<file path="config.mk">
export PLATFORM = sky130hd
export DESIGN_NAME = tvp_scale
export DESIGN_NICKNAME = d
export VERILOG_FILES = /design/src/rtl/tvp_pkg.sv /design/src/rtl/tvp_scale.sv
export SDC_FILE = /design/constraint.sdc
export NUM_CORES = 2
export LEC_CHECK = 0
export BUFFER_PORTS_ARGS = -buffer_cell sky130_fd_sc_hd__buf_2
export CAP_MARGIN = 20
export CORE_MARGIN = 4
export CORE_UTILIZATION = 60
export CTS_CLUSTER_DIAMETER = 120
export DETAILED_ROUTE_END_ITERATION = 16
export PLACE_DENSITY = 0.78
export SLEW_MARGIN = 10
export SYNTH_ARGS = -nofsm -noshare
export SYNTH_HDL_FRONTEND = slang
export SYNTH_SLANG_ARGS = --single-unit
</file>
<file path="constraint.sdc">
create_clock -name clk_i -period 1.7 [get_ports clk_i]
set_input_delay 0.17 -clock clk_i [delete_from_list [all_inputs] [get_ports clk_i]]
set_output_delay 0.17 -clock clk_i [all_outputs]
set_load 0.05 [all_outputs]
</file>
<file path="src/rtl/tvp_pkg.sv">
// Package for the turtle vector plotter: command codes, field widths,
// the CORDIC constants and the control word carried down the pipeline.
// No dependencies; every other file in rtl imports it.
package tvp_pkg;

  localparam int AngleBitsDef = 16;
  localparam int PosBitsDef   = 24;

  localparam int CMD_W    = 3;
  localparam int AMOUNT_W = 16;
  localparam int COLOR_W  = 3;
  localparam int COORD_W  = 24;

  localparam int CORDIC_ITERS = 16;
  localparam int CW           = 34;
  localparam int AMT_W        = 17;
  localparam int DISP_W       = 19;
  localparam int FRAC_BITS    = 30;

  localparam int IN_DATA_W  = 24;
  localparam int OUT_DATA_W = 104;

  localparam logic signed [CW-1:0] CORDIC_K = 34'sd652032874;

  localparam logic signed [CW-1:0] ATAN_TAB [CORDIC_ITERS] = '{
    34'sh020000000, 34'sh012E4051D, 34'sh009FB385B, 34'sh0051111D4,
    34'sh0028B0D43, 34'sh00145D7E1, 34'sh000A2F61E, 34'sh000517C55,
    34'sh00028BE53, 34'sh000145F2E, 34'sh0000A2F98, 34'sh0000517CC,
    34'sh000028BE6, 34'sh0000145F3, 34'sh00000A2F9, 34'sh00000517C
  };

  typedef enum logic [CMD_W-1:0] {
    CMD_FWD      = 3'd0,
    CMD_BACK     = 3'd1,
    CMD_RIGHT    = 3'd2,
    CMD_LEFT     = 3'd3,
    CMD_PEN_DOWN = 3'd4,
    CMD_PEN_UP   = 3'd5,
    CMD_HOME     = 3'd6,
    CMD_COLOR    = 3'd7
  } cmd_e;

  typedef struct packed {
    logic               is_move;
    logic               is_home;
    logic               pen;
    logic [COLOR_W-1:0] color;
  } tvp_ctl_t;

endpackage

</file>
<file path="src/rtl/tvp_scale.sv">
// Length scaling stage of the turtle vector plotter: length times sine and
// cosine, rounded half up back to the position's fixed point.
// Depends on tvp_pkg.
module tvp_scale (
  input  logic                              clk_i,
  input  logic                              rst_ni,
  input  logic                              adv_i,
  input  logic                              vld_i,
  input  tvp_pkg::tvp_ctl_t                 ctl_i,
  input  logic signed [tvp_pkg::AMT_W-1:0]  amt_i,
  input  logic signed [tvp_pkg::CW-1:0]     cos_i,
  input  logic signed [tvp_pkg::CW-1:0]     sin_i,
  output logic                              vld_o,
  output tvp_pkg::tvp_ctl_t                 ctl_o,
  output logic signed [tvp_pkg::DISP_W-1:0] dx_o,
  output logic signed [tvp_pkg::DISP_W-1:0] dy_o
);
  import tvp_pkg::*;

  localparam int PW = AMT_W + CW;
  localparam logic signed [PW-1:0] RoundHalf = PW'(1) << (FRAC_BITS - 1);

  logic signed [PW-1:0]     prod_x, prod_y, sh_x, sh_y;
  logic                     vld_q;
  tvp_ctl_t                 ctl_q;
  logic signed [DISP_W-1:0] dx_q, dy_q;

  assign prod_x = PW'(amt_i) * PW'(sin_i);
  assign prod_y = PW'(amt_i) * PW'(cos_i);
  assign sh_x   = (prod_x + RoundHalf) >>> FRAC_BITS;
  assign sh_y   = (prod_y + RoundHalf) >>> FRAC_BITS;

  always_ff @(posedge clk_i or negedge rst_ni) begin
    if (!rst_ni) begin
      vld_q <= 1'b0;
    end else if (adv_i) begin
      vld_q <= vld_i;
    end
  end

  always_ff @(posedge clk_i) begin
    if (adv_i) begin
      ctl_q <= ctl_i;
      dx_q  <= sh_x[DISP_W-1:0];
      dy_q  <= sh_y[DISP_W-1:0];
    end
  end

  assign vld_o = vld_q;
  assign ctl_o = ctl_q;
  assign dx_o  = dx_q;
  assign dy_o  = dy_q;

endmodule

</file>
Word level (Yosys, flattened, before mapping)
Cells that the tools add are included.

Multipliers: 2. Add/sub/neg operators: 2.

Operators with widths (number): 49-bit by 31-bit adder with 49-bit output, second input constant (2); 17-bit by 34-bit multiplier with 49-bit output (2).

Logic and storage cells: 11. Register bits after elaboration: 45. Output and inout port bits: 45. Input bits: 95.

Depth between registers and ports, before layout
Depth in word-level cells: 2. Depth in mapped cells: 25. Gate-level depth less buffers: 24.

Least setup slack after synthesis
OpenSTA, ideal clock, no wires.

Path kind: input-to-reg. Start point: in amt_i[8] (netlist name). End point: reg dx_q[16], in the netlist dx_o[16] (data pin). Path slack: -4503 ps. Arrival time: 6023 ps. Library setup time: 180 ps. Data required time: 1520 ps. Cell stages on the path: 23. Cell sequence: clkbuf_1 clkbuf_1 clkbuf_1 nand2_1 fa_1 inv_1 fa_1 fa_1 fa_1 fa_1 inv_1 fa_1 inv_1 ha_1 a21oi_2 o21ai_1 a31oi_1 a31oi_1 a2111oi_4 nand3_2 a31oi_2 or4b_1 o311ai_1.

Word-level cells in the longest chain between the ends: 2.

RTL lines: from (decl) (line tvp_scale.sv:10) `input logic signed [tvp_pkg::AMT_W-1:0] amt_i,`; 17-bit by 34-bit multiplier with 49-bit output (line tvp_scale.sv:28) `assign prod_x = PW'(amt_i) * PW'(sin_i);`; 49-bit by 31-bit adder with 49-bit output (line tvp_scale.sv:30) `assign sh_x = (prod_x + RoundHalf) >>> FRAC_BITS;`; via sh_x[16] (line tvp_scale.sv:23) `logic signed [PW-1:0] prod_x, prod_y, sh_x, sh_y;`; to (signal assigned) (line tvp_scale.sv:44) `dx_q <= sh_x[DISP_W-1:0];`; to (decl) (line tvp_scale.sv:26) `logic signed [DISP_W-1:0] dx_q, dy_q;`.

The timed path passes the listed nets, and every way through them passes these cells. A chain may end at the register's enable or synchronous reset.

Worst setup path in the final report
Start point: in amt_i[11] (netlist name). End point: reg dx_q[16], in the netlist dx_o[16] (data pin).

The elaborated chain is that of the path after synthesis.

==> out/qor.txt <==
Routed WL - 101000 um
Violated checks - setup timing
I/O Buffers - 139
CTS root buf - clkbuf_16
Cells after synthesis - 4151
I/O Pins - 140
Largest net degree at the start of global routing - 35
Minimum clock period - 5830 ps
Final setup vio count - 38
Dominant synthesized flop cell - edfxtp_1
Placeable Area - 63300 um^2
Crit path max fanout - 5
Status - complete, but fails checks
Syn nets - 5542
Clock Latency Late Sink - 320 ps
Worst slew margin - 0.663
Top delay family on crit path - adder cells
Wire per inst - 18.6 um
Pre-antenna DRT Iters - 8
Max cap viols - 0
Most frequent cells in the layout - 1073 x inv_1, 1033 x fa_1, 603 x nand2_1
DRC viols - 0
Vias in the first global route - 33099
GRT Total Usage - 0.293
Fin crit share - 3.43
CP arrival - 5980 ps
TritonCTS clock tree - yes
Endpoint class of the critical path - flop
Area after DPL - 43900 um^2
Post-synthesis sequential area ratio - 0.0350
Total number of vias - 29609
RSZ-0062 raised after global routing - true
Post-route cell area - 46100 um^2
Ys Warns - 0
Cell breakdown of the critical path - buf_12 -> bufbuf_16 -> nand2_1 -> fa_1 -> inv_1 -> fa_1 -> fa_1 -> fa_1 -> fa_1 -> inv_2 -> fa_1 -> inv_2 -> ha_4 -> a21oi_2 -> o21ai_2 -> o2111ai_2 -> a31oi_4 -> a2111oi_4 -> buf_4 -> nand3_4 -> a31oi_4 -> or4b_4 -> o311ai_4
CP bufs+invs - 6
Achievable clock frequency - 171 MHz
Die area - 68200 um^2
Clock sink total - 45
Routed Antenna Nets - 0
Mean post-synth cell area - 9.27 um^2
Via/cell ratio - 5.41
Register clock-pin slew on the reported worst setup and hold paths - 80 ps
Max Slew Vio Count - 0
Worst-Margin Slew - 506 ps
Post-synth EDFFs - 44
Fraction of registers with async set/reset - 0.0222
Mapped cell area - 38500 um^2
Die W - 261 um
Fin. Hold Viols - 0
Worst setup margin - -4130 ps
Die Ht - 261 um
Area grow syn2layout - 19.8%
Post-synthesis register bit count - 45
H-tree Lvls - 2
Critical path's slowest cell - fa_1
Non-Filler Instances - 5468
Num CTS Buffers - 5
First-pass GRT wire length - 159000 um
Hold Path Class - in -> reg
DP HPWL - 79400 um
Worst Path Required - 1850 ps
Worst path max stage delay - 620 ps
Fin nets - 6010
Share of post-route cells with drive strength above 1 - 0.189
Setup skew after layout - 0 ps
Initial core utilization - 0.608
Cell mode on critical path - fa_1
CTS max path bufs - 2
CP Class - in -> reg
Most common cell after layout, fill and taps aside - inv_1
Gp weighted congestion - 0.885
Startpoint type of the worst setup path - primary input
Netlist cell types - 59
Number of fillers in the final layout - 4474
Setup TNS - -148950 ps
Antenna violations before repair - 2
Overflow after GRT - 0
DRT iter0 DRCs - 2025
Row count - 92
Placed instance count - 5417
-- through the flow --
stage	setup WS (ps)	utilization	hold WS, ps
3_5_place_dp	-4850	0.693	-54.1
4_1_cts	-4200	0.709	10.5
5_1_grt	-4260	0.728	10.0
2_1_floorplan	-4060	-	-126
6_report	-4130	0.728	20.7
3_3_place_gp	-4720	0.693	-55.3
-- sequential cells by signal (all words and copies together), names as in the netlist --
name / count
dx_o: 19
vld_o: 1
dy_o: 19
ctl_o: 6
-- synth_stat cells, types with 3 or more instances --
library cell  instances  area share
clkbuf_1            188       0.018
nor2_1               76      0.0074
and3_1               11      0.0018
a31oi_1              10      0.0016
nor3_1               13      0.0017
o211ai_1              6      0.0012
nand2_1             629       0.061
nand4_1               6     0.00098
a31o_2                3     0.00068
nand3_1              17      0.0022
and2_1              481       0.078
o21ai_0              24      0.0031
a21o_1               27      0.0053
nand2b_1             23      0.0037
fa_1               1072        0.56
inv_1              1092        0.11
a21oi_1              57      0.0074
mux2_2                3     0.00088
nand4b_1              3     0.00068
nor2b_1               9      0.0015
xor2_1               12      0.0027
a211oi_1              3     0.00059
o21bai_1             10      0.0020
a21boi_0              4     0.00078
a211o_1               5      0.0011
edfxtp_1             44       0.034
nor4_1                3     0.00049
ha_1                224       0.073
o21a_1                7      0.0014
xnor2_1              50       0.011
-- layout make-up --
cell class | count | area (um^2) | area share
inverter | 1092 | 4100 | 0.0890
antenna | 2 | 5.00 | 0.000109
timing repair buffer | 651 | 5890 | 0.128
multi-input combinational | 2824 | 33500 | 0.727
clock inverter | 3 | 68.8 | 0.00149
sequential | 45 | 1350 | 0.0292
clock buffer | 5 | 125 | 0.00272
tap | 846 | 1060 | 0.0230
-- layer usage --
layer  global-route usage  up-vias  routed length, um
met5                    0        -                  0
met4                0.140        0               5950
met3               0.0331      396               6920
met2                0.537     1164              53500
met1                0.345    15281              35000
li1                     -    12768                  -
-- logic make-up after synthesis --
logic type      synth area share
compound gates            0.0323
xor+xnor                  0.0141
fa+ha+maj                  0.631
buf+inv                    0.125
flops                     0.0350
mux                     0.000878
simple gates               0.162
-- worst paths after layout --
path	start	end	slack (ps)	depth (start not counted)
max reg2reg	vld_o$_DFFE_PN0P_	vld_o$_DFFE_PN0P_	960	1
min	ctl_i[5]	ctl_o[5]$_DFFE_PP_	20	1
min in group asynchronous	rst_ni	vld_o$_DFFE_PN0P_	170	2
min reg2reg	vld_o$_DFFE_PN0P_	vld_o$_DFFE_PN0P_	510	1
max	amt_i[11]	dx_o[16]$_DFFE_PP_	-4130	23
max in group asynchronous	rst_ni	vld_o$_DFFE_PN0P_	1450	2
-- what timing repair did --
item	in CTS	in global routing
endpoints found under the hold margin	1	0
hold buffers	1	0
gates resized for setup	140	174
cloned	9	16
pin swaps	48	53
endpoints found under the setup margin	38	38
setup buffers	4	11
Power is left out: the tool's default activity adds up to more than one toggle a clock period on the data nets, which glitch-free logic cannot reach.
