## config.mk

```make
export PLATFORM = sky130hd
export DESIGN_NAME = tvp_cordic
export DESIGN_NICKNAME = d
export VERILOG_FILES = /design/src/rtl/tvp_pkg.sv /design/src/rtl/tvp_cordic.sv
export SDC_FILE = /design/constraint.sdc
export NUM_CORES = 2
export LEC_CHECK = 0
export ABC_AREA = 0
export ABC_CLOCK_PERIOD_IN_PS = 4600
export BUFFER_PORTS_ARGS = -buffer_cell sky130_fd_sc_hd__buf_4
export CORE_MARGIN = 4
export CORE_UTILIZATION = 59
export DETAILED_ROUTE_END_ITERATION = 6
export PLACE_DENSITY = 0.83
export SETUP_SLACK_MARGIN = 0.1
export SLEW_MARGIN = 15
export SYNTH_ARGS = -nofsm -noshare
export SYNTH_HDL_FRONTEND = slang
export SYNTH_SLANG_ARGS = --single-unit
```

## constraint.sdc

```tcl
create_clock -name clk_i -period 4.6 [get_ports clk_i]
set_input_delay 0.46 -clock clk_i [delete_from_list [all_inputs] [get_ports clk_i]]
set_output_delay 0.46 -clock clk_i [all_outputs]
set_load 0.01 [all_outputs]
```

## src/rtl/tvp_pkg.sv

```systemverilog
// Package for the turtle vector plotter: command codes, field widths,
// the CORDIC constants and the control word carried down the pipeline.
// No dependencies; every other file in rtl imports it.
package tvp_pkg;

  localparam int AngleBitsDef = 16;
  localparam int PosBitsDef   = 24;

  localparam int CMD_W    = 3;
  localparam int AMOUNT_W = 16;
  localparam int COLOR_W  = 3;
  localparam int COORD_W  = 24;

  localparam int CORDIC_ITERS = 16;
  localparam int CW           = 34;
  localparam int AMT_W        = 17;
  localparam int DISP_W       = 19;
  localparam int FRAC_BITS    = 30;

  localparam int IN_DATA_W  = 24;
  localparam int OUT_DATA_W = 104;

  localparam logic signed [CW-1:0] CORDIC_K = 34'sd652032874;

  localparam logic signed [CW-1:0] ATAN_TAB [CORDIC_ITERS] = '{
    34'sh020000000, 34'sh012E4051D, 34'sh009FB385B, 34'sh0051111D4,
    34'sh0028B0D43, 34'sh00145D7E1, 34'sh000A2F61E, 34'sh000517C55,
    34'sh00028BE53, 34'sh000145F2E, 34'sh0000A2F98, 34'sh0000517CC,
    34'sh000028BE6, 34'sh0000145F3, 34'sh00000A2F9, 34'sh00000517C
  };

  typedef enum logic [CMD_W-1:0] {
    CMD_FWD      = 3'd0,
    CMD_BACK     = 3'd1,
    CMD_RIGHT    = 3'd2,
    CMD_LEFT     = 3'd3,
    CMD_PEN_DOWN = 3'd4,
    CMD_PEN_UP   = 3'd5,
    CMD_HOME     = 3'd6,
    CMD_COLOR    = 3'd7
  } cmd_e;

  typedef struct packed {
    logic               is_move;
    logic               is_home;
    logic               pen;
    logic [COLOR_W-1:0] color;
  } tvp_ctl_t;

endpackage

```

## src/rtl/tvp_cordic.sv

```systemverilog
// Pipelined CORDIC rotation for the turtle vector plotter, one register
// stage per iteration, carrying the item's control word and length along.
// Depends on tvp_pkg.
module tvp_cordic (
  input  logic                             clk_i,
  input  logic                             rst_ni,
  input  logic                             adv_i,
  input  logic                             vld_i,
  input  tvp_pkg::tvp_ctl_t                ctl_i,
  input  logic signed [tvp_pkg::AMT_W-1:0] amt_i,
  input  logic signed [tvp_pkg::CW-1:0]    z_i,
  output logic                             vld_o,
  output tvp_pkg::tvp_ctl_t                ctl_o,
  output logic signed [tvp_pkg::AMT_W-1:0] amt_o,
  output logic signed [tvp_pkg::CW-1:0]    cos_o,
  output logic signed [tvp_pkg::CW-1:0]    sin_o
);
  import tvp_pkg::*;

  logic signed [CW-1:0]    x_in [CORDIC_ITERS];
  logic signed [CW-1:0]    y_in [CORDIC_ITERS];
  logic signed [CW-1:0]    z_in [CORDIC_ITERS];
  logic                    v_in [CORDIC_ITERS];
  tvp_ctl_t                c_in [CORDIC_ITERS];
  logic signed [AMT_W-1:0] a_in [CORDIC_ITERS];

  logic signed [CW-1:0]    x_q [CORDIC_ITERS];
  logic signed [CW-1:0]    y_q [CORDIC_ITERS];
  logic signed [CW-1:0]    z_q [CORDIC_ITERS];
  logic                    v_q [CORDIC_ITERS];
  tvp_ctl_t                c_q [CORDIC_ITERS];
  logic signed [AMT_W-1:0] a_q [CORDIC_ITERS];

  logic signed [CW-1:0]    x_d [CORDIC_ITERS];
  logic signed [CW-1:0]    y_d [CORDIC_ITERS];
  logic signed [CW-1:0]    z_d [CORDIC_ITERS];

  for (genvar g = 0; g < CORDIC_ITERS; g++) begin : g_stage
    if (g == 0) begin : g_first
      assign x_in[g] = CORDIC_K;
      assign y_in[g] = '0;
      assign z_in[g] = z_i;
      assign v_in[g] = vld_i;
      assign c_in[g] = ctl_i;
      assign a_in[g] = amt_i;
    end else begin : g_next
      assign x_in[g] = x_q[g-1];
      assign y_in[g] = y_q[g-1];
      assign z_in[g] = z_q[g-1];
      assign v_in[g] = v_q[g-1];
      assign c_in[g] = c_q[g-1];
      assign a_in[g] = a_q[g-1];
    end

    always_comb begin
      if (!z_in[g][CW-1]) begin
        x_d[g] = x_in[g] - (y_in[g] >>> g);
        y_d[g] = y_in[g] + (x_in[g] >>> g);
        z_d[g] = z_in[g] - ATAN_TAB[g];
      end else begin
        x_d[g] = x_in[g] + (y_in[g] >>> g);
        y_d[g] = y_in[g] - (x_in[g] >>> g);
        z_d[g] = z_in[g] + ATAN_TAB[g];
      end
    end

    always_ff @(posedge clk_i or negedge rst_ni) begin
      if (!rst_ni) begin
        v_q[g] <= 1'b0;
      end else if (adv_i) begin
        v_q[g] <= v_in[g];
      end
    end

    always_ff @(posedge clk_i) begin
      if (adv_i) begin
        x_q[g] <= x_d[g];
        y_q[g] <= y_d[g];
        z_q[g] <= z_d[g];
        c_q[g] <= c_in[g];
        a_q[g] <= a_in[g];
      end
    end
  end

  assign vld_o = v_q[CORDIC_ITERS-1];
  assign ctl_o = c_q[CORDIC_ITERS-1];
  assign amt_o = a_q[CORDIC_ITERS-1];
  assign cos_o = x_q[CORDIC_ITERS-1];
  assign sin_o = y_q[CORDIC_ITERS-1];

endmodule

```

After elaboration in Yosys (flattened, before gate mapping)
Memory sizes are Yosys's and may differ from the RTL's.
Cells that the tools add are included.
{"block": "classes", "n_eq_ne": 0, "shift": 0, "n_reduce_logical": 0, "div_mod_pow": 0, "n_mux": 49, "mul": 0, "bitwise": 0, "order_cmp": 0, "n_addsub": 92}
{"cell": "two-way mux 34 bit", "count": 47}
{"cell": "adder 34 x 19 -> 34 bit", "count": 2}
{"cell": "adder 34 x 20 -> 34 bit", "count": 2}
{"cell": "adder 34 x 21 -> 34 bit", "count": 2}
{"cell": "adder 34 x 22 -> 34 bit", "count": 2}
{"cell": "adder 34 x 23 -> 34 bit", "count": 2}
{"cell": "adder 34 x 24 -> 34 bit", "count": 2}
{"cell": "adder 34 x 25 -> 34 bit", "count": 2}
{"cell": "adder 34 x 26 -> 34 bit", "count": 2}
{"cell": "adder 34 x 27 -> 34 bit", "count": 2}
{"cell": "adder 34 x 28 -> 34 bit", "count": 2}
{"cell": "adder 34 x 29 -> 34 bit", "count": 2}
{"cell": "adder 34 x 30 -> 34 bit", "count": 2}
{"cell": "adder 34 x 31 -> 34 bit", "count": 2}
{"cell": "adder 34 x 32 -> 34 bit", "count": 2}
{"cell": "adder 34 x 33 -> 34 bit", "count": 2}
{"cell": "subtractor 34 x 19 -> 34 bit", "count": 2}
{"cell": "subtractor 34 x 20 -> 34 bit", "count": 2}
{"cell": "subtractor 34 x 21 -> 34 bit", "count": 2}
{"cell": "subtractor 34 x 22 -> 34 bit", "count": 2}
{"cell": "subtractor 34 x 23 -> 34 bit", "count": 2}
{"cell": "subtractor 34 x 24 -> 34 bit", "count": 2}
{"cell": "subtractor 34 x 25 -> 34 bit", "count": 2}
{"cell": "subtractor 34 x 26 -> 34 bit", "count": 2}
{"cell": "other kinds (40)", "count": 48}
{"block": "totals", "elab_cells": 162, "ff_bits": 16, "latchBits": 0, "ramBits": 2000, "mem_bits_ro": 0, "n_memories": 5, "out_inout_bits": 92}
{"name": "x_q", "words": 16, "word_bits": 34, "rd": 16, "rd_ports_with_merged_regs": 0, "write_ports": 16, "line": "tvp_cordic.sv:27", "rtl": "logic signed [CW-1:0] x_q [CORDIC_ITERS];"}
{"name": "y_q", "words": 16, "word_bits": 34, "rd": 16, "rd_ports_with_merged_regs": 0, "write_ports": 16, "line": "tvp_cordic.sv:28", "rtl": "logic signed [CW-1:0] y_q [CORDIC_ITERS];"}
{"name": "z_q", "words": 16, "word_bits": 34, "rd": 15, "rd_ports_with_merged_regs": 0, "write_ports": 16, "line": "tvp_cordic.sv:29", "rtl": "logic signed [CW-1:0] z_q [CORDIC_ITERS];"}
{"name": "a_q", "words": 16, "word_bits": 17, "rd": 16, "rd_ports_with_merged_regs": 0, "write_ports": 16, "line": "tvp_cordic.sv:32", "rtl": "logic signed [AMT_W-1:0] a_q [CORDIC_ITERS];"}
{"name": "c_q", "words": 16, "word_bits": 6, "rd": 16, "rd_ports_with_merged_regs": 0, "write_ports": 16, "line": "tvp_cordic.sv:31", "rtl": "tvp_ctl_t c_q [CORDIC_ITERS];"}

Depth between registers and ports, before layout
An unclocked memory read counts as a cell.
{"block": "depth", "ltp_word": 3, "mapped_depth": 22, "depth_no_buf": 21}

Worst setup path before layout
OpenSTA, ideal clock, no wires.
{"block": "synth_path", "path_type": "register -> register", "startpoint": "memory y_q[7][16]", "endpoint": "memory x_q[8][32] (netlist: x_q[1][32]) (data pin)", "period_less_slack_ns": 4.835, "required_time_ns": 4.342, "path_buffers": 0, "path_slack_ns": -0.235, "setup_time_ns": 0.258, "t_arrival_ns": 4.577, "path_stages_with_launch": 19, "cell_sequence": "edfxtp_1 -> or4_1 -> or3_1 -> or4_1 -> nor2_1 -> nand2_1 -> o41ai_1 -> xnor2_1 -> ha_1 -> a21o_1 -> a21o_1 -> a21oi_1 -> o21ai_0 -> and2_1 -> a2111oi_0 -> a21oi_1 -> o21a_1 -> a31o_2 -> xor2_1"}
{"item": "start: declaration", "line": "tvp_cordic.sv:28"}
{"item": "end: declaration", "line": "tvp_cordic.sv:27"}

==> out/metrics.csv <==
stage,metric,value,unit
outcome,status,"complete, but fails checks",
outcome,failing checks,"DRC, setup timing",
clock_tree,CTS tree,built,
logic_synthesis,Synth Cell Area,136000,um2
critical_path,Worst Path Arrival,5.22,ns
sta,Setup Viol. Count Final,3,
logic_synthesis,Synth area leaders,"edfxtp_1, ha_1, xnor2_1, a21oi_1, xor2_1",
global_route,vias in the first global route,102000,
drt,met2 wire len,167000,um
place,routability congestion estimate,0.956,
drt,initial drt markers,8562,
logic_synthesis,leading area contributor after synthesis,edfxtp_1,
run,maxcap violations,0,
place,DP HPWL,245000,um
critical_path,CP startpoint kind,flip-flop,
floorplanning,Placement Rows,176,
logic_synthesis,Synth top area share,0.405,
critical_path,max incr delay on CP,0.55,ns
place,pre-CTS WS,-0.197,ns
global_route,largest net degree at the start of global routing,157,
critical_path,Worst Path Max Fanout,3,
global_route,grt total ovfl,0,
place,IO Port Bufs,152,
floorplanning,Core Footprint,230000,um2
sta,worst clock skew,0.114,ns
drt,via count,107000,
drt,Post-DRT Antenna Nets,0,
critical_path,critical-path cell list,or4_4 > or3_4 > or4_4 > nor2_4 > nand2_2 > o41ai_2 > xnor2_1 > ha_1 > a21o_1 > a21o_1 > a21oi_2 > o21ai_1 > and2_4 > a2111oi_4 > a21oi_2 > o21a_1 > a31o_2 > xor2_1,
drt,routed wl met3,16500,um
sta,Tightest Pin Transition,0.901,ns
drt,Top Metal Used,met4,
critical_path,Crit. End Element,flip-flop,
logic_synthesis,async set or reset register ratio after synthesis,0.00862,
floorplanning,io pins,153,
clock_tree,maximum root-to-sink buffer count,3,
sta,Hold Fails Final Rpt,0,
sta,Relative slew margins,0.400,
sta,final worst slack,-0.0180,ns
clock_tree,Worst-path clk slew,0.06,ns
floorplanning,Starting Density,0.593,
final_layout,share of layout cells above drive strength 1,0.123,
drt,wire length per cell,19.0,um
global_route,global-route wire length before repair,525000,um
final_layout,"non-filler cells, final",17500,
floorplanning,die height,489,um
logic_synthesis,cells after synthesis,13400,
logic_synthesis,Syn Nets,14900,
critical_path,Crit Path Class,reg2reg,
clock_tree,CTS sink cnt,1856,
final_layout,Layout area overhead,14.5,%
logic_synthesis,"Seq/Total Area, Yosys",0.408,
drt,Met1 Routed Length,134000,um
floorplanning,Die Wd,489,um
critical_path,CP Data Required Time,5.20,ns
sta,RSZ-0062 raised after global routing,yes,
final_layout,area of the multi-input gates,80200,um2
logic_synthesis,number of synthesized flops with an enable pin,1840,
sta,post-layout min period,4.62,ns
logic_synthesis,leading register cell type out of synthesis,edfxtp_1,
drt,DR pass1 iterations,7,
place,placed insts,17000,
global_route,All-Layer GR Usage,0.266,
final_layout,Reg area,55700,um2
logic_synthesis,average size of a mapped cell,10.2,um2
critical_path,CP max stage cell,or4_4,
drt,via/cell ratio,6.11,
global_route,initial antenna violation count,1,
logic_synthesis,Ys Warns,0,
drt,number of remaining DRC errors,7,
min_path,Worst Hold Depth,1,
sta,fmax,217,MHz
clock_tree,H-tree Lvls,4,
clock_tree,worst-skew pair later-pin latency,0.91,ns
min_path,HP Class,in2reg,
clock_tree,Root Buffer,clkbuf_16,
critical_path,cells on worst reg2reg path,18,
drt,final wirelength,333000,um
final_layout,fillcell total,16500,
sta,Slew Limit Fails,0,
logic_synthesis,#FFs+latches synth,1856,
logic_synthesis,Unique masters post-synth,95,
floorplanning,full die area,239000,um2
sta,final period utilization,1.00,
clock_tree,cts bufs inserted,200,
final_layout,Nets,15800,
[worst max-delay path, delay by kind of cell, from the launching register on]
family	cells	cell delay [ns]
AOI/OAI and AO/OA	9	1.71
and+or+nand+nor	6	1.71
DFF	1	0.38
xor gates and xnor gates	2	0.30
adders and majority gates	1	0.28
[cell families (layout without fill, tap and decap cells)]
| logic type | after synthesis | after routing | share of synthesized area |
|---|---|---|---|
| mux | 153 | 153 | 0.0120 |
| simple gates | 3404 | 3404 | 0.122 |
| buf+inv | 768 | 1867 | 0.0212 |
| flops | 1856 | 1856 | 0.408 |
| compound gates | 4004 | 4004 | 0.188 |
| xor+xnor | 1782 | 1782 | 0.114 |
| other cells | 0 | 1 | 0 |
| fa+ha+maj | 1445 | 1445 | 0.135 |
[area by class of cell]
class	instances	area share
Multi-Input combinational cell	10800	0.513
Sequential cell	1856	0.356
Timing Repair Buffer	916	0.0473
Clock buffer	228	0.0329
Tap cell	3026	0.0242
Inverter	577	0.0139
Clock inverter	146	0.0118
Antenna cell	1	0.0000160
[cells in the mapped netlist, types with 82 or more instances]
library cell  count
a21oi_1        1391
nand2b_1        219
and3_1          117
xnor2_1        1147
a211oi_1        137
a21o_1          635
inv_1           573
o21bai_1        179
o21a_1          231
and2_1           89
nor3_1          334
edfxtp_1       1840
o21ai_0         637
nor2_1         1167
xor2_1          635
nand3_1         232
ha_1           1401
mux2_2           82
clkbuf_1        161
nor2b_1         171
a31oi_1         121
nand4_1         104
nand2_1         569
[cells in the final DEF (no fill, tap or decap), types with 61 or more instances in the layout]
cell type | synthesis | final
nor2b_1 | 171 | 164
inv_1 | 573 | 567
mux2i_1 | 71 | 70
xnor2_1 | 1147 | 1139
nand3_1 | 232 | 230
nand4_1 | 104 | 104
o21a_1 | 231 | 231
a211oi_1 | 137 | 121
a31oi_1 | 121 | 112
clkbuf_16 | 0 | 200
nor3_1 | 334 | 297
o21bai_1 | 179 | 177
nand2_1 | 569 | 558
o31ai_1 | 71 | 61
a21oi_1 | 1391 | 1341
ha_1 | 1401 | 1376
nor2_1 | 1167 | 1130
xor2_1 | 635 | 634
o21ai_0 | 637 | 596
a21o_1 | 635 | 635
nand2b_1 | 219 | 215
buf_4 | 1 | 819
edfxtp_1 | 1840 | 1840
or3_1 | 71 | 65
and2_1 | 89 | 78
mux2_2 | 82 | 82
dlygate4sd3_1 | 0 | 61
and3_1 | 117 | 114
[layer usage]
metal,GRT usage,up-vias
met2,0.481,3383
met4,0.111,0
met1,0.323,50800
met3,0.0285,879
li1,-,52100
met5,0,-
[registers in the layout, summed over array words and instances (netlist names)]
register  flops
a_q         272
c_q          96
v_in         15
vld_o         1
x_q         484
y_q         511
z_q         477
[timing repair]
item	CTS	global route
endpoints found under the setup margin	67	222
hold buffers	61	0
endpoints found under the hold margin	76	0
buffers inserted	11	109
resized for setup	83	449
pin swaps	29	201
[stage by stage]
step | setup TNS (ns) | hold WS, ns | cell area (um2) | util
floorplan | -0.00578 | 0.164 | 136000 | -
global placement | -0.617 | 0.326 | 145000 | 0.632
detailed placement | -1.40 | 0.330 | 145000 | 0.632
CTS | 0 | 0.0273 | 153000 | 0.667
global route | -1.41 | 0.0512 | 156000 | 0.679
finish | -0.0423 | 0.00817 | 156000 | 0.679
[final timing paths]
kind	slack (ns)	end	start
max	-0.02	x_q[1][32]	y_q[7][16]
max reg2reg	-0.02	x_q[1][32]	y_q[7][16]
max in group asynchronous	3.38	v_in[12]	rst_ni
min	0.008	a_q[0][1]	adv_i
min in group asynchronous	0.69	v_in[0]	rst_ni
min reg2reg	0.39	a_q[1][7]	a_q[0][24]
Power is not shown: default switching activity piles up to over one toggle a cycle in this logic, so the estimate is an artifact.
