<file path="src/rtl/tvp_pkg.sv">
// Package for the turtle vector plotter: command codes, field widths,
// the CORDIC constants and the control word carried down the pipeline.
// No dependencies; every other file in rtl imports it.
package tvp_pkg;

  localparam int AngleBitsDef = 16;
  localparam int PosBitsDef   = 24;

  localparam int CMD_W    = 3;
  localparam int AMOUNT_W = 16;
  localparam int COLOR_W  = 3;
  localparam int COORD_W  = 24;

  localparam int CORDIC_ITERS = 16;
  localparam int CW           = 34;
  localparam int AMT_W        = 17;
  localparam int DISP_W       = 19;
  localparam int FRAC_BITS    = 30;

  localparam int IN_DATA_W  = 24;
  localparam int OUT_DATA_W = 104;

  localparam logic signed [CW-1:0] CORDIC_K = 34'sd652032874;

  localparam logic signed [CW-1:0] ATAN_TAB [CORDIC_ITERS] = '{
    34'sh020000000, 34'sh012E4051D, 34'sh009FB385B, 34'sh0051111D4,
    34'sh0028B0D43, 34'sh00145D7E1, 34'sh000A2F61E, 34'sh000517C55,
    34'sh00028BE53, 34'sh000145F2E, 34'sh0000A2F98, 34'sh0000517CC,
    34'sh000028BE6, 34'sh0000145F3, 34'sh00000A2F9, 34'sh00000517C
  };

  typedef enum logic [CMD_W-1:0] {
    CMD_FWD      = 3'd0,
    CMD_BACK     = 3'd1,
    CMD_RIGHT    = 3'd2,
    CMD_LEFT     = 3'd3,
    CMD_PEN_DOWN = 3'd4,
    CMD_PEN_UP   = 3'd5,
    CMD_HOME     = 3'd6,
    CMD_COLOR    = 3'd7
  } cmd_e;

  typedef struct packed {
    logic               is_move;
    logic               is_home;
    logic               pen;
    logic [COLOR_W-1:0] color;
  } tvp_ctl_t;

endpackage

</file>
<file path="src/rtl/tvp_front.sv">
// Command decode and input register of the turtle vector plotter.
// Holds heading, pen state and pen colour; folds the heading into the
// CORDIC range. Depends on tvp_pkg.
module tvp_front #(
  parameter int ANGLE_BITS = tvp_pkg::AngleBitsDef
) (
  input  logic                                clk_i,
  input  logic                                rst_ni,
  input  logic                                adv_i,
  input  logic                                valid_i,
  input  tvp_pkg::cmd_e                       cmd_i,
  input  logic signed [tvp_pkg::AMOUNT_W-1:0] amount_i,
  input  logic [tvp_pkg::COLOR_W-1:0]         color_i,
  output logic                                vld_o,
  output tvp_pkg::tvp_ctl_t                   ctl_o,
  output logic signed [tvp_pkg::AMT_W-1:0]    amt_o,
  output logic signed [tvp_pkg::CW-1:0]       z_o
);
  import tvp_pkg::*;

  logic [ANGLE_BITS-1:0] heading_q, heading_d;
  logic                  pen_q, pen_d;
  logic [COLOR_W-1:0]    color_q, color_d;
  logic                  vld_q;
  tvp_ctl_t              ctl_q, ctl_d;
  logic signed [AMT_W-1:0] amt_q, amt_d, amt_ext;
  logic signed [CW-1:0]  z_q, z_d;
  logic [31:0]           th, th_fold;
  logic                  flip, accept;
  logic [ANGLE_BITS-1:0] turn;

  assign accept = valid_i & adv_i;
  assign th     = {heading_q, {(32-ANGLE_BITS){1'b0}}};
  assign flip   = th[31] ^ th[30];
  assign th_fold = {th[31] ^ flip, th[30:0]};
  assign turn   = ANGLE_BITS'(amount_i);
  assign amt_ext = AMT_W'(amount_i);

  always_comb begin
    heading_d = heading_q;
    pen_d     = pen_q;
    color_d   = color_q;
    ctl_d     = '{is_move: 1'b0, is_home: 1'b0, pen: pen_q, color: color_q};
    amt_d     = ((cmd_i == CMD_BACK) ^ flip) ? -amt_ext : amt_ext;
    z_d       = CW'($signed(th_fold));
    unique case (cmd_i)
      CMD_FWD, CMD_BACK: ctl_d.is_move = 1'b1;
      CMD_RIGHT:         heading_d = heading_q + turn;
      CMD_LEFT:          heading_d = heading_q - turn;
      CMD_PEN_DOWN:      pen_d = 1'b1;
      CMD_PEN_UP:        pen_d = 1'b0;
      CMD_HOME:          ctl_d.is_home = 1'b1;
      CMD_COLOR:         color_d = color_i;
      default:           ctl_d.is_move = 1'b0;
    endcase
  end

  always_ff @(posedge clk_i or negedge rst_ni) begin
    if (!rst_ni) begin
      heading_q <= '0;
      pen_q     <= 1'b0;
      color_q   <= '0;
      vld_q     <= 1'b0;
    end else if (adv_i) begin
      vld_q <= accept;
      if (accept) begin
        heading_q <= heading_d;
        pen_q     <= pen_d;
        color_q   <= color_d;
      end
    end
  end

  always_ff @(posedge clk_i) begin
    if (accept) begin
      ctl_q <= ctl_d;
      amt_q <= amt_d;
      z_q   <= z_d;
    end
  end

  assign vld_o = vld_q;
  assign ctl_o = ctl_q;
  assign amt_o = amt_q;
  assign z_o   = z_q;

endmodule

</file>
<file path="config.mk">
export PLATFORM = sky130hd
export DESIGN_NAME = tvp_front
export DESIGN_NICKNAME = d
export VERILOG_FILES = /design/src/rtl/tvp_pkg.sv /design/src/rtl/tvp_front.sv
export SDC_FILE = /design/constraint.sdc
export NUM_CORES = 1
export LEC_CHECK = 0
export BUFFER_PORTS_ARGS = -buffer_cell sky130_fd_sc_hd__buf_2
export CORE_ASPECT_RATIO = 1.2
export CORE_MARGIN = 2
export CORE_UTILIZATION = 58
export CTS_CLUSTER_SIZE = 30
export DETAILED_ROUTE_END_ITERATION = 6
export GPL_TIMING_DRIVEN = 0
export PLACE_DENSITY = 0.86
export SETUP_SLACK_MARGIN = 0.05
export SYNTH_ARGS = -nofsm -noshare
export SYNTH_HDL_FRONTEND = slang
export SYNTH_SLANG_ARGS = --single-unit
export TNS_END_PERCENT = 100
</file>
<file path="constraint.sdc">
create_clock -name clk_i -period 4.19 [get_ports clk_i]
set_input_delay 0.2095 -clock clk_i [delete_from_list [all_inputs] [get_ports clk_i]]
set_output_delay 0.2095 -clock clk_i [all_outputs]
set_load 0.03 [all_outputs]
</file>
==> Word-level counts from Yosys, hierarchy flattened <==
Cells that the tools add are included.
Widths: inputs -> output; s select.
{ "totals": {"reg_bits": 60, "in_bits": 26, "output_inout_bits": 58, "word_cells": 36} }
{ "classes": {"add_sub_neg": 3, "eq_ne": 7, "mux": 5, "bitwise_logic": 4, "reduce_logical": 7} }
{ "op_table": {"columns": ["operator", "n"], "rows": [
  ["$pmux 16 s2", 1],
  ["$mux 17", 1],
  ["$neg 16->17", 1],
  ["$add 16x16->16", 1],
  ["$sub 16x16->16", 1],
  ["$eq 3x3->1 const B", 4],
  ["$reduce_and 3->1", 3],
  ["$eq 3x2->1 const B", 2],
  ["$reduce_bool 2->1", 2],
  ["$eq 3x1->1 const B", 1],
  ["$logic_not 3->1", 1],
  ["$xor 1x1->1", 3],
  ["$mux 1", 2],
  ["$pmux 1 s2", 1],
  ["$reduce_or 2->1", 1],
  ["$and 1x1->1", 1]
]} }

==> Longest topological paths before layout <==
Gate-level depths: netlist of the first run.
{ "depth": {"depth_word": 3, "ltp_mapped": 15, "mapped_depth_nobuf": 15} }

==> Worst setup path after synthesis of the first run <==
Ideal clock, no wire load.
{ "synth_path": {"kind": "input-to-reg", "from": "input amount_i[1] in the netlist's numbering", "to": "register heading_q[15]", "setup_ps": 80, "t_arrival_ps": 2735, "t_required_ps": 4110, "path_slack_ps": 1375, "stages": 14, "n_path_buf": 0, "cell_sequence": "inv_1 -> ha_1 -> nand4bb_4 -> nor4b_4 -> nand2b_2 -> or4_4 -> nand2_2 -> xor2_2 -> ha_1 -> a21oi_1 -> o21ai_0 -> o31ai_1 -> mux2i_1 -> xnor2_1"} }
{ "synth_via": {"elab_chain_cells": 2, "word_cells_on_any_way": 3, "cone_classes": "2 x add/sub; 1 x mux"} }
{ "synth_rtl": {"columns": ["element", "line_no", "source"], "rows": [
  ["from (decl)", "tvp_front.sv:12", "input logic signed [tvp_pkg::AMOUNT_W-1:0] amount_i,"],
  ["$sub 16x16->16 / $add 16x16->16 (equally long branches)", "tvp_front.sv:49, tvp_front.sv:48", null],
  ["$pmux 16 s2 *", "tvp_front.sv:46", "unique case (cmd_i)"],
  ["to (signal assigned)", "tvp_front.sv:67", "heading_q <= heading_d;"],
  ["to (decl)", "tvp_front.sv:21", "logic [ANGLE_BITS-1:0] heading_q, heading_d;"]
]} }
Every way passes the cells marked *; elsewhere a longest branch is shown, timed or not.
A chain may end at the register's enable or synchronous reset.

==> Worst setup path after layout of the first run <==
Ends and elaborated chain as after synthesis.

==> results by group, run 1 <==
STA
  • RSZ-0062 raised after global routing: no
  • Final period util: between 70% and 80%
  • Worst Max-Slew Pin Slew: around 900 ps
  • Rel. slew slack: 38.2%
  • Final setup viols: 0
  • Max Clock Freq: 331 MHz
  • Slew Viols, Final: 0
  • Final min period: roughly 3000 ps
  • Final hold vios: 0
  • Skew final: between 8 and 9 ps
  • TNS Setup: 0 ps

Die
  • Starting Density: roughly 60%
  • Die width: approximately 74 um
  • Die area: ~6500 sq um
  • Ports: 84
  • Die H: ~88 um
  • # rows: 30
  • Core Region: ~5700 sq um

Place
  • Placer congestion estimate: 0.795
  • Placed Area: between 3000 and 4000 sq um
  • Post-DP HPWL: ~5000 um
  • PortBufs: 64

CTS
  • Skew-Pair Late Insertion Delay: 330 ps
  • Root buf cell: clkbuf_8
  • Inserted Clock Buffers: 9
  • Hold_buf cts: 1
  • CTS clk-pin slew, worst paths: about 70 ps
  • Post CTS Setup Buffer Count: 0
  • Resized Gates After CTS: 0
  • TritonCTS Sinks: 60
  • Htree depth: 3
  • TritonCTS clock tree: done
  • CTS Buffer Depth: 2

GRT
  • Gr usage total: approximately 23%
  • Vias in the first global route: 2382
  • Initial antenna violation count: 0
  • Largest net degree at the start of global routing: 43
  • First-pass GRT wire length: ~11000 um
  • Total gr overflow: 0

Critical path
  • Startpoint Class: primary input
  • Setup CP Type: in -> reg
  • Worst setup path start: amount_i[1]
  • Crit end category: flop
  • FF-to-FF path depth: 11
  • Arrival time at the worst endpoint: around 3300 ps
  • Reg2reg start: heading_q[0]$_DFFE_PN0P_
  • Crit Reg-Reg Endpoint: heading_q[14]$_DFFE_PN0P_
  • Reg-to-reg slack, setup: 1490 ps
  • Crit Path Max Fanout: 5
  • Critical path capture point: heading_q[15]$_DFFE_PN0P_
  • CP required: around 4400 ps

Min path
  • Worst min path class: in -> reg
  • Hold path depth: 2

Logic synthesis
  • Post-synth cell types: 47
  • Area leader, netlist: edfxtp_1
  • Synth Area in XOR/XNOR: 11.8%
  • Main combinational cell family by area after synthesis: simple AND/OR/NAND/NOR gates
  • Multiplexer share of the synthesized area: under 10%
  • YS warnings: 0
  • #FFs+latches synth: 60
  • Seq/Total Area, Yosys: 49.7%
  • Post-synth top area share: 34.3%
  • Synth Instances: 313
  • Area fraction in compound gates after synthesis: between 10 and 15%
  • Async set-reset flop share out of synthesis: around a third
  • Synth Flop Type: edfxtp_1
  • Simple-gate share of the synthesized area: 14.0%
  • Synth Area in Adders: roughly 6.4%
  • Synth area leaders: edfxtp_1 (34%), dfrtp_1 (15%), xnor2_1 (5.9%)
  • Synth Area per Inst: between 10 and 15 sq um
  • EDFF count, synth: 39
  • Synthesized cell area: approximately 3400 sq um

Layout
  • Final layout net count: 447
  • Post-layout util: slightly above 70%
  • Leading cell types in the layout, fill and taps excluded: buf_2 (64), edfxtp_1 (39), nand2_1 (30)
  • Post-Layout Inst Area: just over 4000 sq um
  • Commonest non-fill, non-tap cell in the layout: buf_2
  • Area growth syn-to-layout: 20.6%
  • Layout cells sized above 1: between 20% and 30%
  • N_diodes: 0

Drt
  • First-pass iteration count of the detailed router: 4
  • DR vias: 2586
  • DRC violations left: 0
  • Final WL: between 7000 and 8000 um
  • Initial DRC count: roughly 220
  • Final ANT Viol Nets: 0
  • Via/cell ratio: 5.29
  • Routed len/inst: ~14 um

Power
  • Pwr dens: 683 nW/um^2
  • Peak supply drop: between 0.0002 and 0.0003 V
  • Pleak: about 1.8 nW

Run status
  • Outcome: completed

Job
  • Maxcap violations: 0
worst min path at each step:
stage,start,endpoint,slack (ps)
after floorplan,rst_ni,color_q[0]$_DFFE_PN0P_,-90
after global placement,rst_ni,heading_q[4]$_DFFE_PN0P_,210
after detailed placement,rst_ni,heading_q[3]$_DFFE_PN0P_,220
after CTS,color_i[0],color_q[0]$_DFFE_PN0P_,100
after global routing,color_i[0],color_q[0]$_DFFE_PN0P_,110
final,color_i[0],color_q[0]$_DFFE_PN0P_,110
per-layer routing:
metal	GRT usage [%]	share of wire [%]
met5	0	0
met1	26.3	40
met3	3.80	5.0
met4	10.7	2.4
met2	41.3	52
synthesized netlist by cell type, types with 2 or more instances:
cell type,number
nand2b_1,2
a21o_1,4
edfxtp_1,39
nor4_1,2
o21ai_0,28
nand2_2,2
o21bai_1,2
nand3_1,3
mux2i_1,2
and2_1,3
nor2_1,26
nand4_1,3
xnor2_1,23
inv_1,7
dfrtp_1,21
o31ai_1,4
mux2_2,5
clkbuf_1,8
ha_1,16
a21oi_1,13
nor2b_1,6
nor3_1,2
xor2_1,21
o21ai_1,2
nand2_1,30
buf_4,18
cell type report:
type | instances | area, sq um
Buffer | 26 | 165
Clock buffer | 11 | 141
Clock inverter | 5 | 75.1
Fill cell | 386 | 1550
Inverter | 7 | 26.3
Multi-Input combinational cell | 235 | 1590
Sequential cell | 60 | 1700
Tap cell | 80 | 100
Timing Repair Buffer | 65 | 330
worst max-delay path: stages:
cell and delay [ps]:
buf_2 120, inv_1 70, ha_1 240, nand4bb_4 170, nor4b_4 320, nand2b_2 110
or4_4 450, nand2_2 110, xor2_2 160, ha_1 290, a21oi_1 130, o21ai_0 120
o31ai_1 320, mux2i_1 290, xnor2_1 150
power by group:
part           leakage [nW]  switching, mW  internal (mW)
clock                 0.113          0.222          0.348
combinational          1.10          0.789          0.498
sequential            0.628         0.0912          0.864
total                  1.84           1.10           1.71
flip-flops by register name, indices dropped and copies added (netlist names):
signal and cells:
z_o 16, heading_q 16, amt_o 17, pen_q 1, color_q 3, ctl_o 6, vld_o 1
metrics by stage:
step                      setup WS (ps)  power, mW  hold WS [ps]  std cells
after floorplan                    1380       1.94         -86.1        328
after global placement              984       2.17           213        472
after detailed placement            857       2.22           218        472
after CTS                          1140       2.81           101        489
after global routing                899       2.99           114        489
final                              1170       2.81           105        489
logic make-up after synthesis:
logic type / count (synthesis)
AND/OR/NAND/NOR: 90
flip-flops: 60
other: 1
AO/OA/AOI/OAI: 60
buffers and inverters: 33
adder cells (fa/ha/maj): 17
multiplexers: 7
XOR/XNOR: 45
No activity file was read; power rests on OpenSTA's default activity.
==> inputs of run 2 (changes only) <==
ABC_AREA = 1   (was default)
CORE_UTILIZATION = 54   (was 58)
PLACE_DENSITY = 0.8   (was 0.86)
clock period = 2.9 ns   (was 4.19 ns; I/O delays follow)
==> results by group, run 2 <==
Logic synthesis
  • Post-synth top area share: 32.6% (-1.7 points)
  • Synth Flop Type: edfxtp_1
  • Area leader, netlist: edfxtp_1
  • Most frequent cell after synthesis: nand2_1
  • Synth Area per Inst: 8.79 sq um (-19%)
  • Synthesized cell area: 3590 sq um (+5.2%)
  • Seq/Total Area, Yosys: 47.2% (-2.5 points)
  • EDFF count, synth: 39 (unchanged)
  • YS warnings: 0 (unchanged)
  • Commonest cells in the netlist: nand2_1 (110), edfxtp_1 (39), o21ai_0 (32), inv_1 (31), nor2_1 (24)
  • Post-synth cell types: 39 (-17%)
  • Async set-reset flop share out of synthesis: 35.0% (unchanged)
  • #FFs+latches synth: 60 (unchanged)
  • Synth area leaders: edfxtp_1 (33%), dfrtp_1 (15%), nand2_1 (11%)
  • Synth Instances: 409 (+31%)

CTS
  • Skew-Pair Late Insertion Delay: 350 ps (+20 ps)
  • Post CTS Setup Buffer Count: 0 (unchanged)
  • Htree depth: 3 (unchanged)
  • TritonCTS clock tree: done
  • Inserted Clock Buffers: 9 (unchanged)
  • CTS clk-pin slew, worst paths: 60 ps (about the same)
  • CTS Buffer Depth: 2 (unchanged)
  • TritonCTS Sinks: 60 (unchanged)
  • Root buf cell: clkbuf_8

Layout
  • Leading cell types in the layout, fill and taps excluded: nand2_1 (110), buf_2 (69), edfxtp_1 (39)
  • Final layout net count: 547 (+22%)
  • Number of fill cells: 580 (+50%)
  • Layout cells sized above 1: 25.3% (-2.3 points)
  • Area growth syn-to-layout: 20.1%
  • Commonest non-fill, non-tap cell in the layout: nand2_1
  • Max reg flops: 17 (unchanged)
  • N_diodes: 0 (unchanged)
  • Post-Layout Inst Area: 4310 sq um (+4.7%)

Drt
  • Via/cell ratio: 5.05 (-4.4%)
  • Final ANT Viol Nets: 0 (unchanged)
  • Initial DRC count: 157 (-28%)
  • Final WL: 7780 um (+11%)
  • DR vias: 3002 (+16%)
  • Routed len/inst: 13.1 um (-9.0%)
  • First-pass iteration count of the detailed router: 5 (+1)
  • DRC violations left: 0 (unchanged)

GRT
  • Vias in the first global route: 2813 (+18%)
  • Gr usage total: 23.1% (+0.14 points)
  • First-pass GRT wire length: 12900 um (+17%)
  • Total gr overflow: 0 (unchanged)
  • Initial antenna violation count: 0 (unchanged)
  • Largest net degree at the start of global routing: 44 (+2.3%)

STA
  • Final hold vios: 0 (unchanged)
  • Final min period: 2520 ps
  • Final setup viols: 0 (unchanged)
  • RSZ-0062 raised after global routing: no
  • Max Clock Freq: between 300 and 400 MHz
  • Skew final: 11.6 ps (+3.11 ps)
  • Slew Viols, Final: 0 (unchanged)
  • Worst Max-Slew Pin Slew: 831 ps (-96.6 ps)
  • Rel. slew slack: 44.6% (+6.4 points)
  • Final period util: 86.8%
  • TNS Setup: 0 ps (unchanged)

Critical path
  • Reg2reg start: heading_q[0]$_DFFE_PN0P_
  • Buf/Inv on CP: 5 (+3)
  • Critical path, cell by cell: buf_2 > inv_1 > ha_1 > nand2_1 > nor2_1 > nand3_1 > nor2_2 > inv_2 > o21ai_0 > a31oi_1 > ha_1 > nand2_1 > inv_1 > nand3_1 > inv_1 > nand2_1 > or2_1 > nand2_1 > nand2_1 > nand3_1 > nand2_1
  • Arrival time at the worst endpoint: 2750 ps (-520 ps)
  • Crit Path Max Fanout: 5 (unchanged)
  • FF-to-FF path depth: 11 (unchanged)
  • Family with the most delay on the worst path: simple AND/OR/NAND/NOR gates
  • Largest stage delay, worst path: 420 ps (-30 ps)
  • Reg-to-reg slack, setup: 880 ps (-610 ps)
  • Crit end category: flop
  • Startpoint Class: primary input
  • Worst-path cell with the longest stage delay: ha_1
  • Critical Path Most Common Cell: nand2_1
  • Crit Reg-Reg Endpoint: heading_q[14]$_DFFE_PN0P_
  • CP required: 3130 ps (-1310 ps)
  • Setup CP Type: in -> reg

Min path
  • Hold Path End: amt_o[0]$_DFFE_PP_
  • Worst min path class: in -> reg
  • Hold path startpoint: amount_i[0]
  • Hold path depth: 1 (-1)

Power
  • Peak supply drop: 0.000477 V (+68%)
  • Pwr dens: 895 nW/um^2 (+31%)
  • Pleak: 2.12 nW (+16%)

Die
  • Die area: 7330 sq um (+12%)
  • Die width: 78.5 um (+6.0%)
  • Starting Density: 55.7% (-4.5 points)
  • Core Region: 6450 sq um (+14%)
  • Ports: 84 (unchanged)
  • # rows: 32 (+6.7%)
  • Die H: 93.4 um (+6.0%)

Place
  • Placed Area: 4090 sq um (+5.1%)
  • Post-DP HPWL: 5900 um (+19%)
  • PortBufs: 67 (+4.7%)
  • Placer congestion estimate: 0.864 (+8.6%)

Job
  • Maxcap violations: 0 (unchanged)

Run status
  • Outcome: completed
-- run 2: cell count changes after synthesis, moves of 9 or more --
| cell | delta |
|---|---|
| nand2_1 | +80 |
| o21ai_1 | +9 |
| xnor2_1 | -16 |
| xor2_1 | -11 |
| nand3_1 | +17 |
| inv_1 | +24 |
-- run 2: stage by stage --
step	hold WS, ps	setup WS, ps	std cells	utilization [%]	power [mW]
finish	22.7	383	594	66.9	3.86
global route	21.8	53.3	594	66.9	4.15
CTS	9.93	432	594	66.9	3.87
detailed placement	147	129	576	63.5	3.08
global placement	138	145	576	63.5	3.05
floorplan	-151	624	424	-	2.68
-- run 2: final cells by class --
cell class	instances	area, sq um	area share (%)
multi-input combinational	303	1650	38.2
inverter	36	135	3.13
clock inverter	4	47.5	1.10
clock buffer	12	155	3.60
timing repair buffer	69	355	8.24
buffer	25	171	3.97
sequential	60	1700	39.3
tap	85	106	2.47
-- run 2: cell families after synthesis --
family                     after synthesis  synth area share [%]
adders and majority gates               17                  6.13
buffers and inverters                   61                  8.53
muxes                                    3                 0.940
DFF                                     60                  47.2
AOI/OAI and AO/OA                       74                  11.4
and+or+nand+nor                        176                  21.6
xor gates and xnor gates                17                  4.14
other                                    1                 0.104
-- run 2: where the power goes --
group,switching [mW],internal [mW],total (mW)
sequential,0.137,1.21,1.35
clock,0.334,0.441,0.775
combinational,1.11,0.624,1.74
-- run 2: worst max path at each step --
stage	cells after the start	endpoint	slack, ps	startpoint
CTS	21	heading_q[14]$_DFFE_PN0P_	430	amount_i[0]
global placement	21	heading_q[14]$_DFFE_PN0P_	150	amount_i[0]
detailed placement	21	heading_q[14]$_DFFE_PN0P_	130	amount_i[0]
finish	21	heading_q[14]$_DFFE_PN0P_	380	amount_i[0]
global route	22	heading_q[15]$_DFFE_PN0P_	50	amount_i[0]
floorplan	20	heading_q[14]$_DFFE_PN0P_	620	amount_i[0]
-- run 2: per-layer routing --
layer / share of wire (%) / GRT usage, % / vias up
li1: - / - / 1524
met1: 42 / 27.6 / 1377
met4: 2.0 / 11.4 / 0
met2: 51 / 40.3 / 87
met3: 5.0 / 3.96 / 14
met5: 0 / 0 / -
-- run 2: repair_timing --
action                                  CTS  global route
gates resized for setup                   0             0
endpoints found under the hold margin    22             0
hold buffers                              2             0
endpoints found under the setup margin    0             0
